===== src/design/assert_macros.svh =====
`ifndef ASSERT_MACROS_SVH
`define ASSERT_MACROS_SVH

// Overlapping implication: antecedent and consequent on the same edge.
`define PBS_ASSERT_SAME(name, clk, rst_n, ante, cons, msg) \
    name: assert property (@(posedge clk) disable iff (!rst_n) (ante) |-> (cons)) \
        else $error(msg);

// Implication checked on the following edge.
`define PBS_ASSERT_NEXT(name, clk, rst_n, ante, cons, msg) \
    name: assert property (@(posedge clk) disable iff (!rst_n) (ante) |=> (cons)) \
        else $error(msg);

`endif


===== src/design/pbs_pkg.sv =====
package pbs_pkg;

    localparam int DEF_NUM_PRESETS = 4;
    localparam int DEF_NUM_BANKS   = 4;

    localparam int COUNT_W = 8;
    localparam int CFG_W   = 4;
    localparam int TALLY_W = 4;

    localparam logic [CFG_W-1:0]   STEPS_RESET = 4'd2;
    localparam logic [TALLY_W-1:0] TALLY_MAX   = 4'hf;

    typedef enum logic [1:0] {
        PRESS_NONE  = 2'd0,
        PRESS_SHORT = 2'd1,
        PRESS_LONG  = 2'd2,
        PRESS_NOP   = 2'd3
    } t_press;

    // Move request from the encoder tally to the selection state.
    typedef struct packed {
        logic valid;
        logic fwd;
    } t_move;

endpackage


===== src/design/pbs_if.sv =====
interface pbs_in_if;
    logic       valid;
    logic       ready;
    logic [7:0] encoder_count;
    logic [1:0] press_code;
    logic       extern_button;

    modport source (output valid, output encoder_count, output press_code,
                    output extern_button, input ready);
    modport sink   (input valid, input encoder_count, input press_code,
                    input extern_button, output ready);
endinterface

interface pbs_out_if #(
    parameter int PW = 2,
    parameter int BW = 2
);
    logic          valid;
    logic          ready;
    logic [PW-1:0] cur_preset;
    logic [BW-1:0] cur_bank;
    logic          pending_valid;
    logic [PW-1:0] pending_preset;
    logic [BW-1:0] pending_bank;
    logic          save_strobe;

    modport source (output valid, output cur_preset, output cur_bank,
                    output pending_valid, output pending_preset,
                    output pending_bank, output save_strobe, input ready);
    modport sink   (input valid, input cur_preset, input cur_bank,
                    input pending_valid, input pending_preset,
                    input pending_bank, input save_strobe, output ready);
endinterface


===== src/design/pbs_encoder.sv =====
`include "assert_macros.svh"

module pbs_encoder (
    input  logic                        i_clk,
    input  logic                        i_rst_n,
    input  logic                        i_cfg_we,
    input  logic [pbs_pkg::CFG_W-1:0]   i_cfg_wdata,
    input  logic                        i_fire,
    input  logic [pbs_pkg::COUNT_W-1:0] i_count,
    output pbs_pkg::t_move              o_move
);
    import pbs_pkg::*;

    logic [CFG_W-1:0]   r_steps;
    logic [COUNT_W-1:0] r_last, n_last;
    logic [TALLY_W-1:0] r_up, n_up;
    logic [TALLY_W-1:0] r_dn, n_dn;
    logic [CFG_W-1:0]   thr;

    always_comb begin
        n_up   = r_up;
        n_dn   = r_dn;
        n_last = r_last;
        thr    = (r_steps == '0) ? CFG_W'(1) : r_steps;
        // direct compare, counter wrap is not special
        if (i_count != r_last) begin
            if (i_count > r_last) begin
                if (r_up != TALLY_MAX) n_up = r_up + TALLY_W'(1);
            end else begin
                if (r_dn != TALLY_MAX) n_dn = r_dn + TALLY_W'(1);
            end
            n_last = i_count;
        end
        o_move.valid = (n_up >= thr) || (n_dn >= thr);
        o_move.fwd   = n_up > n_dn;
        if (o_move.valid) begin
            n_up = '0;
            n_dn = '0;
        end
    end

    always_ff @(posedge i_clk) begin
        if (!i_rst_n) begin
            r_steps <= STEPS_RESET;
            r_last  <= '0;
            r_up    <= '0;
            r_dn    <= '0;
        end else begin
            if (i_cfg_we) r_steps <= i_cfg_wdata;
            if (i_fire) begin
                r_last <= n_last;
                r_up   <= n_up;
                r_dn   <= n_dn;
            end
        end
    end

    `PBS_ASSERT_NEXT(a_tally_clear, i_clk, i_rst_n, i_fire && o_move.valid,
        r_up == '0 && r_dn == '0, "tallies not cleared after a move")
    `PBS_ASSERT_NEXT(a_last_hold, i_clk, i_rst_n, !i_fire && !i_cfg_we,
        $stable(r_last) && $stable(r_up) && $stable(r_dn), "tally state moved without a beat")

endmodule


===== src/design/pbs_select.sv =====
`include "assert_macros.svh"

module pbs_select #(
    parameter int NUM_PRESETS = pbs_pkg::DEF_NUM_PRESETS,
    parameter int NUM_BANKS   = pbs_pkg::DEF_NUM_BANKS,
    localparam int PW = $clog2(NUM_PRESETS),
    localparam int BW = $clog2(NUM_BANKS)
) (
    input  logic           i_clk,
    input  logic           i_rst_n,
    input  logic           i_fire,
    input  logic [1:0]     i_press,
    input  logic           i_ext,
    input  pbs_pkg::t_move i_move,
    output logic [PW-1:0]  o_cur_preset,
    output logic [BW-1:0]  o_cur_bank,
    output logic           o_pend_valid,
    output logic [PW-1:0]  o_pend_preset,
    output logic [BW-1:0]  o_pend_bank,
    output logic           o_save
);
    import pbs_pkg::*;

    localparam logic [PW-1:0] P_LAST = PW'(NUM_PRESETS - 1);
    localparam logic [BW-1:0] B_LAST = BW'(NUM_BANKS - 1);

    logic [PW-1:0] r_cur_p, n_cur_p, r_pend_p, n_pend_p, r_prev_p, n_prev_p;
    logic [BW-1:0] r_cur_b, n_cur_b, r_pend_b, n_pend_b, r_prev_b, n_prev_b;
    logic          r_pend_flag, n_pend_flag, r_prev_flag, n_prev_flag;
    logic          r_ext_last, n_ext_last;
    t_press        press;

    always_comb begin
        n_cur_p     = r_cur_p;
        n_cur_b     = r_cur_b;
        n_pend_p    = r_pend_p;
        n_pend_b    = r_pend_b;
        n_pend_flag = r_pend_flag;
        n_prev_p    = r_prev_p;
        n_prev_b    = r_prev_b;
        n_prev_flag = r_prev_flag;
        n_ext_last  = r_ext_last;
        o_save      = 1'b0;

        if (i_move.valid) begin
            if (!r_pend_flag) begin
                n_pend_p    = r_cur_p;
                n_pend_b    = r_cur_b;
                n_pend_flag = 1'b1;
            end
            if (i_move.fwd) begin
                if (n_pend_p < P_LAST) begin
                    n_pend_p = n_pend_p + PW'(1);
                end else begin
                    n_pend_p = '0;
                    n_pend_b = (n_pend_b < B_LAST) ? n_pend_b + BW'(1) : '0;
                end
            end else begin
                if (n_pend_p > '0) begin
                    n_pend_p = n_pend_p - PW'(1);
                end else begin
                    n_pend_p = P_LAST;
                    n_pend_b = (n_pend_b > '0) ? n_pend_b - BW'(1) : B_LAST;
                end
            end
        end

        // external button only sampled on beats with no encoder press
        press = t_press'(i_press);
        if (press == PRESS_NONE) begin
            if (!r_ext_last && i_ext) press = PRESS_SHORT;
            n_ext_last = i_ext;
        end

        case (press)
            PRESS_LONG: begin
                if (n_pend_flag) begin
                    n_prev_p    = r_cur_p;
                    n_prev_b    = r_cur_b;
                    n_prev_flag = 1'b1;
                    n_cur_p     = n_pend_p;
                    n_cur_b     = n_pend_b;
                    n_pend_flag = 1'b0;
                end
                o_save = 1'b1;
            end
            PRESS_SHORT: begin
                if (n_pend_flag) begin
                    n_pend_flag = 1'b0;
                end else if (r_prev_flag) begin
                    n_cur_p  = r_prev_p;
                    n_cur_b  = r_prev_b;
                    n_prev_p = r_cur_p;
                    n_prev_b = r_cur_b;
                end
            end
            default: ;
        endcase

        o_cur_preset  = n_cur_p;
        o_cur_bank    = n_cur_b;
        o_pend_valid  = n_pend_flag;
        o_pend_preset = n_pend_flag ? n_pend_p : '0;
        o_pend_bank   = n_pend_flag ? n_pend_b : '0;
    end

    always_ff @(posedge i_clk) begin
        if (!i_rst_n) begin
            r_cur_p     <= '0;
            r_cur_b     <= '0;
            r_pend_p    <= '0;
            r_pend_b    <= '0;
            r_pend_flag <= 1'b0;
            r_prev_p    <= '0;
            r_prev_b    <= '0;
            r_prev_flag <= 1'b0;
            r_ext_last  <= 1'b0;
        end else if (i_fire) begin
            r_cur_p     <= n_cur_p;
            r_cur_b     <= n_cur_b;
            r_pend_p    <= n_pend_p;
            r_pend_b    <= n_pend_b;
            r_pend_flag <= n_pend_flag;
            r_prev_p    <= n_prev_p;
            r_prev_b    <= n_prev_b;
            r_prev_flag <= n_prev_flag;
            r_ext_last  <= n_ext_last;
        end
    end

    `PBS_ASSERT_NEXT(a_long_commits, i_clk, i_rst_n,
        i_fire && i_press == PRESS_LONG, !r_pend_flag, "pending pair kept after long press")
    `PBS_ASSERT_NEXT(a_short_cancels, i_clk, i_rst_n,
        i_fire && i_press == PRESS_SHORT, !r_pend_flag, "pending pair kept after short press")

endmodule


===== src/design/preset_bank_selector.sv =====
// Channel   Dir  Payload                                          Handshake
// i_tick    in   encoder_count, press_code, extern_button         valid/ready
// o_sel     out  cur/pending preset and bank, pending_valid, save valid/ready
// i_cfg     in   steps_per_move                                   write enable
//
// One beat per clock sustained while the output is ready; a beat's result
// reaches the outputs through the input register, then the result register.
// All selection state updates in a single pass between the two registers.
// Reset is synchronous, active low; no clearing pass is needed.
// A stalled result holds the input register; a new beat is still taken while
// the input register is empty or moving on.
`include "assert_macros.svh"

module preset_bank_selector #(
    parameter int NUM_PRESETS = pbs_pkg::DEF_NUM_PRESETS,
    parameter int NUM_BANKS   = pbs_pkg::DEF_NUM_BANKS
) (
    input  logic                      i_clk,
    input  logic                      i_rst_n,
    input  logic                      i_cfg_we,
    input  logic [pbs_pkg::CFG_W-1:0] i_cfg_wdata,
    pbs_in_if.sink                    i_tick,
    pbs_out_if.source                 o_sel
);
    import pbs_pkg::*;

    localparam int PW = $clog2(NUM_PRESETS);
    localparam int BW = $clog2(NUM_BANKS);

    logic               r_in_valid;
    logic [COUNT_W-1:0] r_in_count;
    logic [1:0]         r_in_press;
    logic               r_in_ext;

    logic               r_out_valid;
    logic [PW-1:0]      r_out_cur_p, r_out_pend_p;
    logic [BW-1:0]      r_out_cur_b, r_out_pend_b;
    logic               r_out_pend_valid, r_out_save;

    logic               advance, fire;
    t_move              move;

    logic [PW-1:0]      res_cur_p, res_pend_p;
    logic [BW-1:0]      res_cur_b, res_pend_b;
    logic               res_pend_valid, res_save;

    assign advance      = !r_out_valid || o_sel.ready;
    assign fire         = r_in_valid && advance;
    assign i_tick.ready = !r_in_valid || advance;

    pbs_encoder u_enc (
        .i_clk       (i_clk),
        .i_rst_n     (i_rst_n),
        .i_cfg_we    (i_cfg_we),
        .i_cfg_wdata (i_cfg_wdata),
        .i_fire      (fire),
        .i_count     (r_in_count),
        .o_move      (move)
    );

    pbs_select #(
        .NUM_PRESETS (NUM_PRESETS),
        .NUM_BANKS   (NUM_BANKS)
    ) u_sel (
        .i_clk         (i_clk),
        .i_rst_n       (i_rst_n),
        .i_fire        (fire),
        .i_press       (r_in_press),
        .i_ext         (r_in_ext),
        .i_move        (move),
        .o_cur_preset  (res_cur_p),
        .o_cur_bank    (res_cur_b),
        .o_pend_valid  (res_pend_valid),
        .o_pend_preset (res_pend_p),
        .o_pend_bank   (res_pend_b),
        .o_save        (res_save)
    );

    always_ff @(posedge i_clk) begin
        if (!i_rst_n) begin
            r_in_valid  <= 1'b0;
            r_out_valid <= 1'b0;
        end else begin
            if (i_tick.valid && i_tick.ready) begin
                r_in_valid <= 1'b1;
            end else if (fire) begin
                r_in_valid <= 1'b0;
            end
            if (advance) r_out_valid <= r_in_valid;
        end
    end

    always_ff @(posedge i_clk) begin
        if (i_tick.valid && i_tick.ready) begin
            r_in_count <= i_tick.encoder_count;
            r_in_press <= i_tick.press_code;
            r_in_ext   <= i_tick.extern_button;
        end
        if (fire) begin
            r_out_cur_p      <= res_cur_p;
            r_out_cur_b      <= res_cur_b;
            r_out_pend_valid <= res_pend_valid;
            r_out_pend_p     <= res_pend_p;
            r_out_pend_b     <= res_pend_b;
            r_out_save       <= res_save;
        end
    end

    assign o_sel.valid          = r_out_valid;
    assign o_sel.cur_preset     = r_out_cur_p;
    assign o_sel.cur_bank       = r_out_cur_b;
    assign o_sel.pending_valid  = r_out_pend_valid;
    assign o_sel.pending_preset = r_out_pend_p;
    assign o_sel.pending_bank   = r_out_pend_b;
    assign o_sel.save_strobe    = r_out_save;

    `PBS_ASSERT_SAME(a_full_stall, i_clk, i_rst_n,
        r_in_valid && r_out_valid && !o_sel.ready, !i_tick.ready,
        "beat taken with both registers full and output stalled")
    `PBS_ASSERT_NEXT(a_fire_result, i_clk, i_rst_n, fire, r_out_valid,
        "processed beat did not reach the result register")

endmodule


===== src/flat_wrapper.sv =====
// flat-port wrapper written by rule: the top's interface ports become plain ports
module preset_bank_selector_flat import pbs_pkg::*;
#(
    parameter int NUM_PRESETS = pbs_pkg::DEF_NUM_PRESETS,
    parameter int NUM_BANKS   = pbs_pkg::DEF_NUM_BANKS
)
  (i_clk, i_rst_n, i_cfg_we, i_cfg_wdata, i_tick_valid, i_tick_encoder_count, i_tick_press_code, i_tick_extern_button, i_tick_ready, o_sel_valid, o_sel_cur_preset, o_sel_cur_bank, o_sel_pending_valid, o_sel_pending_preset, o_sel_pending_bank, o_sel_save_strobe, o_sel_ready);
  pbs_in_if i_tick_i ();
  pbs_out_if #(.PW(($clog2(NUM_PRESETS))), .BW(($clog2(NUM_BANKS)))) o_sel_i ();
  input  logic i_clk;
  input  logic i_rst_n;
  input  logic i_cfg_we;
  input  logic [pbs_pkg::CFG_W-1:0] i_cfg_wdata;
  input wire logic [$bits(i_tick_i.valid)-1:0] i_tick_valid;
  input wire logic [$bits(i_tick_i.encoder_count)-1:0] i_tick_encoder_count;
  input wire logic [$bits(i_tick_i.press_code)-1:0] i_tick_press_code;
  input wire logic [$bits(i_tick_i.extern_button)-1:0] i_tick_extern_button;
  output wire logic [$bits(i_tick_i.ready)-1:0] i_tick_ready;
  output wire logic [$bits(o_sel_i.valid)-1:0] o_sel_valid;
  output wire logic [$bits(o_sel_i.cur_preset)-1:0] o_sel_cur_preset;
  output wire logic [$bits(o_sel_i.cur_bank)-1:0] o_sel_cur_bank;
  output wire logic [$bits(o_sel_i.pending_valid)-1:0] o_sel_pending_valid;
  output wire logic [$bits(o_sel_i.pending_preset)-1:0] o_sel_pending_preset;
  output wire logic [$bits(o_sel_i.pending_bank)-1:0] o_sel_pending_bank;
  output wire logic [$bits(o_sel_i.save_strobe)-1:0] o_sel_save_strobe;
  input wire logic [$bits(o_sel_i.ready)-1:0] o_sel_ready;
  assign i_tick_i.valid = i_tick_valid;
  assign i_tick_i.encoder_count = i_tick_encoder_count;
  assign i_tick_i.press_code = i_tick_press_code;
  assign i_tick_i.extern_button = i_tick_extern_button;
  assign i_tick_ready = i_tick_i.ready;
  assign o_sel_valid = o_sel_i.valid;
  assign o_sel_cur_preset = o_sel_i.cur_preset;
  assign o_sel_cur_bank = o_sel_i.cur_bank;
  assign o_sel_pending_valid = o_sel_i.pending_valid;
  assign o_sel_pending_preset = o_sel_i.pending_preset;
  assign o_sel_pending_bank = o_sel_i.pending_bank;
  assign o_sel_save_strobe = o_sel_i.save_strobe;
  assign o_sel_i.ready = o_sel_ready;
  preset_bank_selector #(.NUM_PRESETS(NUM_PRESETS), .NUM_BANKS(NUM_BANKS)) u_core (.i_clk(i_clk), .i_rst_n(i_rst_n), .i_cfg_we(i_cfg_we), .i_cfg_wdata(i_cfg_wdata), .i_tick(i_tick_i), .o_sel(o_sel_i));
endmodule

===== config.mk =====
export PLATFORM = sky130hd
export DESIGN_NAME = preset_bank_selector_flat
export DESIGN_NICKNAME = d
export VERILOG_FILES = /design/src/design/pbs_pkg.sv /design/src/design/pbs_if.sv /design/src/design/pbs_encoder.sv /design/src/design/pbs_select.sv /design/src/design/preset_bank_selector.sv /design/src/flat_wrapper.sv
export VERILOG_INCLUDE_DIRS = /design/src /design/src/design
export SDC_FILE = /design/constraint.sdc
export NUM_CORES = 1
export LEC_CHECK = 0
export BUFFER_PORTS_ARGS = -buffer_cell sky130_fd_sc_hd__buf_2
export CAP_MARGIN = 15
export CORE_MARGIN = 8
export CORE_UTILIZATION = 65
export CTS_BUF_LIST = sky130_fd_sc_hd__clkbuf_4 sky130_fd_sc_hd__clkbuf_8
export CTS_CLUSTER_DIAMETER = 60
export DETAILED_ROUTE_END_ITERATION = 8
export PLACE_DENSITY = 0.9
export SLEW_MARGIN = 20
export SYNTH_ARGS = -nofsm -noshare
export SYNTH_HDL_FRONTEND = slang
export SYNTH_HIERARCHICAL = 1
export SYNTH_SLANG_ARGS = --single-unit

===== constraint.sdc =====
create_clock -name i_clk -period 6.18 [get_ports i_clk]
set_input_delay 1.545 -clock i_clk [delete_from_list [all_inputs] [get_ports i_clk]]
set_output_delay 1.545 -clock i_clk [all_outputs]
set_load 0.005 [all_outputs]

==> reports/results.tsv <==
stage	metric	value	unit
yosys	synth_nets	402	
route	drtAntennaViolNets	0	
power	power.density_cell_area	264.3	mW/mm²
route	vias	2708	
final_layout	layout.nets	429	
setup_path	r2r_end	u_core/u_sel/r_cur_p[1]	
yosys	ys_seq_area_share	40.16	%
yosys	ys_types	63	
clocking	cts_tree	done	
global_route	antenna_found_initial	0	
yosys	async_flop_share	0	%
timing	post-route-period-util	80.74	%
global_route	overflow	0	
clocking	cts_resized	0	
floorplan	initial_core_util	67.28	%
timing	drv_slew	0	
power	netSwitchingPower	302.6	µW
route	via_per_inst	5.887	
floorplan	coreArea	0.005075	mm²
outcome	status	completed	
power	seqPwrFrac	43.3	%
power	vdd_drop_max	0.0001927	V
hold_path	hold_depth	2	
floorplan	io_pins	32	
setup_path	crit_family	compound AO/OA/AOI/OAI gates	
power	p_leak	1.586	nW
yosys	syn_inst	358	
setup_path	critPathBufInv	1	
timing	setup_tns	0	ns
yosys	yosys_warnings	6	
final_layout	postLayoutCoreUtil	75.00	%
route	drc	0	
yosys	syn-cell-area	0.003415	mm²
setup_path	path_cells	ha_1 -> nor2b_1 -> o211ai_2 -> a31oi_1 -> nor2_1 -> mux2_2 -> ha_1 -> or4_1 -> a21oi_1 -> o22a_2 -> inv_1 -> nor2_2 -> o2111a_1 -> nor2_2 -> a221o_1 -> o21ba_1	
final_layout	num-fill-cells	360	
yosys	yosys.area.top_type	dfxtp_1	
setup_path	slowest_delay	0.70	ns
power	internal_power	703.3	µW
setup_path	cp_slowest_cell	a31oi_1	
timing	max_freq	200.4	MHz
route	drt_wl_total	7.234	mm
yosys	synth_edf_count	21	
final_layout	insertedDiodeCount	0	
setup_path	crit_path_end_kind	register	
global_route	grt_max_degree	48	
final_layout	syn2layout_area_growth	11.47	%
route	drtPass1Iterations	4	
hold_path	hold_path.startpoint	u_core/u_enc/r_last[2]	
floorplan	dieHeight	88.48	µm
final_layout	layout_commonest_cell	dfxtp_1	
place	io_buffers	31	
clocking	htreeDepth	3	
setup_path	r2r_start	u_core/r_in_count[1]	
floorplan	die-area	0.007829	mm²
run	maxCapViolCount	0	
setup_path	worstPathRequired	6.41	ns
timing	rsz0062_at_grt	false	
clocking	cts_made_buffers	9	
route	drt_iter0_drc	242	
clocking	postCtsSetupBuffers	0	
clocking	root_buffer	clkbuf_8	
final_layout	drive_above_1_share	17.95	%
final_layout	final_cell_mix	dfxtp_1, buf_2, nand2_1	
setup_path	cp-start-kind	register	
global_route	grt_pass1_vias	2677	
global_route	track_usage	19.71	%
timing	slew_headroom	45.22	%
yosys	synth_flop_cell	dfxtp_1	
clocking	clkLatencyLatePin	0.33	ns
setup_path	r2r_cells	16	
timing	hold-worst-slack	0.4679	ns
place	hpwl	5.107	mm
global_route	grt_pass1_wl	12.26	mm
setup_path	crit_fanout	14	
power	pwr-share-clk	36.3	%
route	wl_per_cell	15.73	µm
place	place_congestion	0.8679	
power	combPwrFrac	20.4	%
floorplan	die_w	88.48	µm
hold_path	worst_hold_path_type	register to register	
clocking	cts.sinks	58	
timing	worstMarginPinSlew	0.8179	ns
clocking	path_clk_slew	0.08	ns
yosys	ys_seq_elements	58	
floorplan	std_cell_rows	26	
hold_path	hold_end	u_core/u_enc/r_last[2]	
clocking	cts_buffer_depth	2	
timing	fin_crit	4.990	ns
timing	finalSetupViolCount	0	
clocking	cts_hold_buffers	0	
power	swShare	30.08	%
setup_path	reg2reg_setup_slack	1.19	ns
yosys	avgSynthCellArea	9.538	µm²
yosys	synth.top_cell.area_share	21.69	%
timing	clock_skew	0.01581	ns
setup_path	critical_path_class	register to register	
timing	final-hold-violation-count	0	
yosys	synth_area_leaders	dfxtp_1, edfxtp_1, ha_1, mux2i_1, nand3_1	
setup_path	crit_arrival	5.22	ns
## routing by layer
layer	vias to the layer above	share of wire, %	track usage, %	wire length (µm)
met1	1263	45	24.89	3231
met2	80	49	33.20	3523
met4	0	1.4	6.912	99
met3	9	5.2	2.971	379
li1	1356	-	-	-
met5	-	0	0	0
## worst register-to-register path, delay by kind of cell (launching register included)
kind,cells,cell delay (ns)
and+or+nand+nor,5,1.18
adders and majority gates,2,0.48
DFF,1,0.42
AOI/OAI and AO/OA,7,2.22
buffers and inverters,1,0.25
muxes,1,0.34
## state kept, by name, summed over array words and instances (netlist names), 2 cells and up
register                     cells
u_core/u_sel/r_pend_p            2
u_core/u_enc/r_steps             4
u_core/u_sel/r_pend_b            2
u_core/u_sel/r_cur_b             2
u_core/u_enc/r_up                4
u_core/u_sel/r_prev_b            2
u_core/o_sel.cur_bank            2
u_core/u_sel/r_cur_p             2
u_core/u_enc/r_last              8
u_core/r_in_press                2
u_core/o_sel.pending_bank        2
u_core/r_in_count                8
u_core/u_sel/r_prev_p            2
u_core/u_enc/r_dn                4
u_core/o_sel.cur_preset          2
u_core/o_sel.pending_preset      2
## power groups by stage
stage	sequential (mW)	clock, mW	combinational (mW)
floorplan	0.437	0	0.162
global placement	0.442	0	0.195
detailed placement	0.443	0	0.202
CTS	0.435	0.371	0.204
global route	0.438	0.388	0.230
finish	0.435	0.365	0.205
## how the worst max path moves through the flow
stage                               from  slack (ns)  cells past startpoint                       end
finish              u_core/r_in_count[1]        1.19                     16   u_core/u_sel/r_cur_p[1]
global route        u_core/r_in_count[1]        0.79                     16   u_core/u_sel/r_cur_p[1]
CTS                 u_core/r_in_count[1]        1.24                     16   u_core/u_sel/r_cur_p[1]
detailed placement  u_core/r_in_count[1]        1.24                     16   u_core/u_sel/r_cur_p[1]
global placement    u_core/r_in_count[1]        1.43                     16   u_core/u_sel/r_cur_p[1]
floorplan           u_core/r_in_count[3]        2.08                     18  u_core/o_sel.cur_bank[0]
## cell usage after synthesis (3+ instances only)
master / number
edfxtp_1: 21
dfxtp_1: 37
o21ai_1: 4
nand2_1: 26
xnor2_1: 6
a21boi_0: 9
o21a_1: 3
nor3_1: 7
mux2i_1: 15
o21ai_0: 9
o211ai_1: 3
nor2_2: 3
nor2b_1: 16
nand4_1: 6
nor2_1: 15
nand3_1: 22
xor2_1: 4
a21oi_1: 15
and2_1: 4
mux2_2: 6
nand2b_1: 9
buf_2: 6
and3_1: 3
nor3b_1: 3
inv_1: 22
clkbuf_1: 8
ha_1: 24
o2111ai_1: 4
a31oi_1: 3
## cell type report
class | count | area (µm²) | area share (%)
multi-input combinational | 261 | 1888 | 49.61
clock inverter | 6 | 72.57 | 1.907
clock buffer | 10 | 137.6 | 3.616
inverter | 23 | 86.33 | 2.268
timing repair buffer | 32 | 162.7 | 4.274
tap | 70 | 87.58 | 2.301
sequential | 58 | 1371 | 36.03
## kinds of logic (layout without fill, tap and decap cells)
logic type / count (synthesis) / in the layout / share of synthesized area [%]
simple gates: 127 / 127 / 20.41
buf+inv: 39 / 71 / 4.727
xor+xnor: 10 / 10 / 2.565
compound gates: 77 / 77 / 16.16
fa+ha+maj: 24 / 24 / 8.794
mux: 23 / 23 / 7.182
flops: 58 / 58 / 40.16
## metrics by stage
step                setup slack [ns]  cell area (µm²)  total power [mW]  cells
finish                         1.190             3806             1.006    460
global route                  0.7928             3806             1.057    460
CTS                            1.236             3802             1.010    460
detailed placement             1.239             3592            0.6454    444
global placement               1.429             3592            0.6377    444
floorplan                      2.079             3415            0.5990    358
Power figures use the tool's default switching activity.
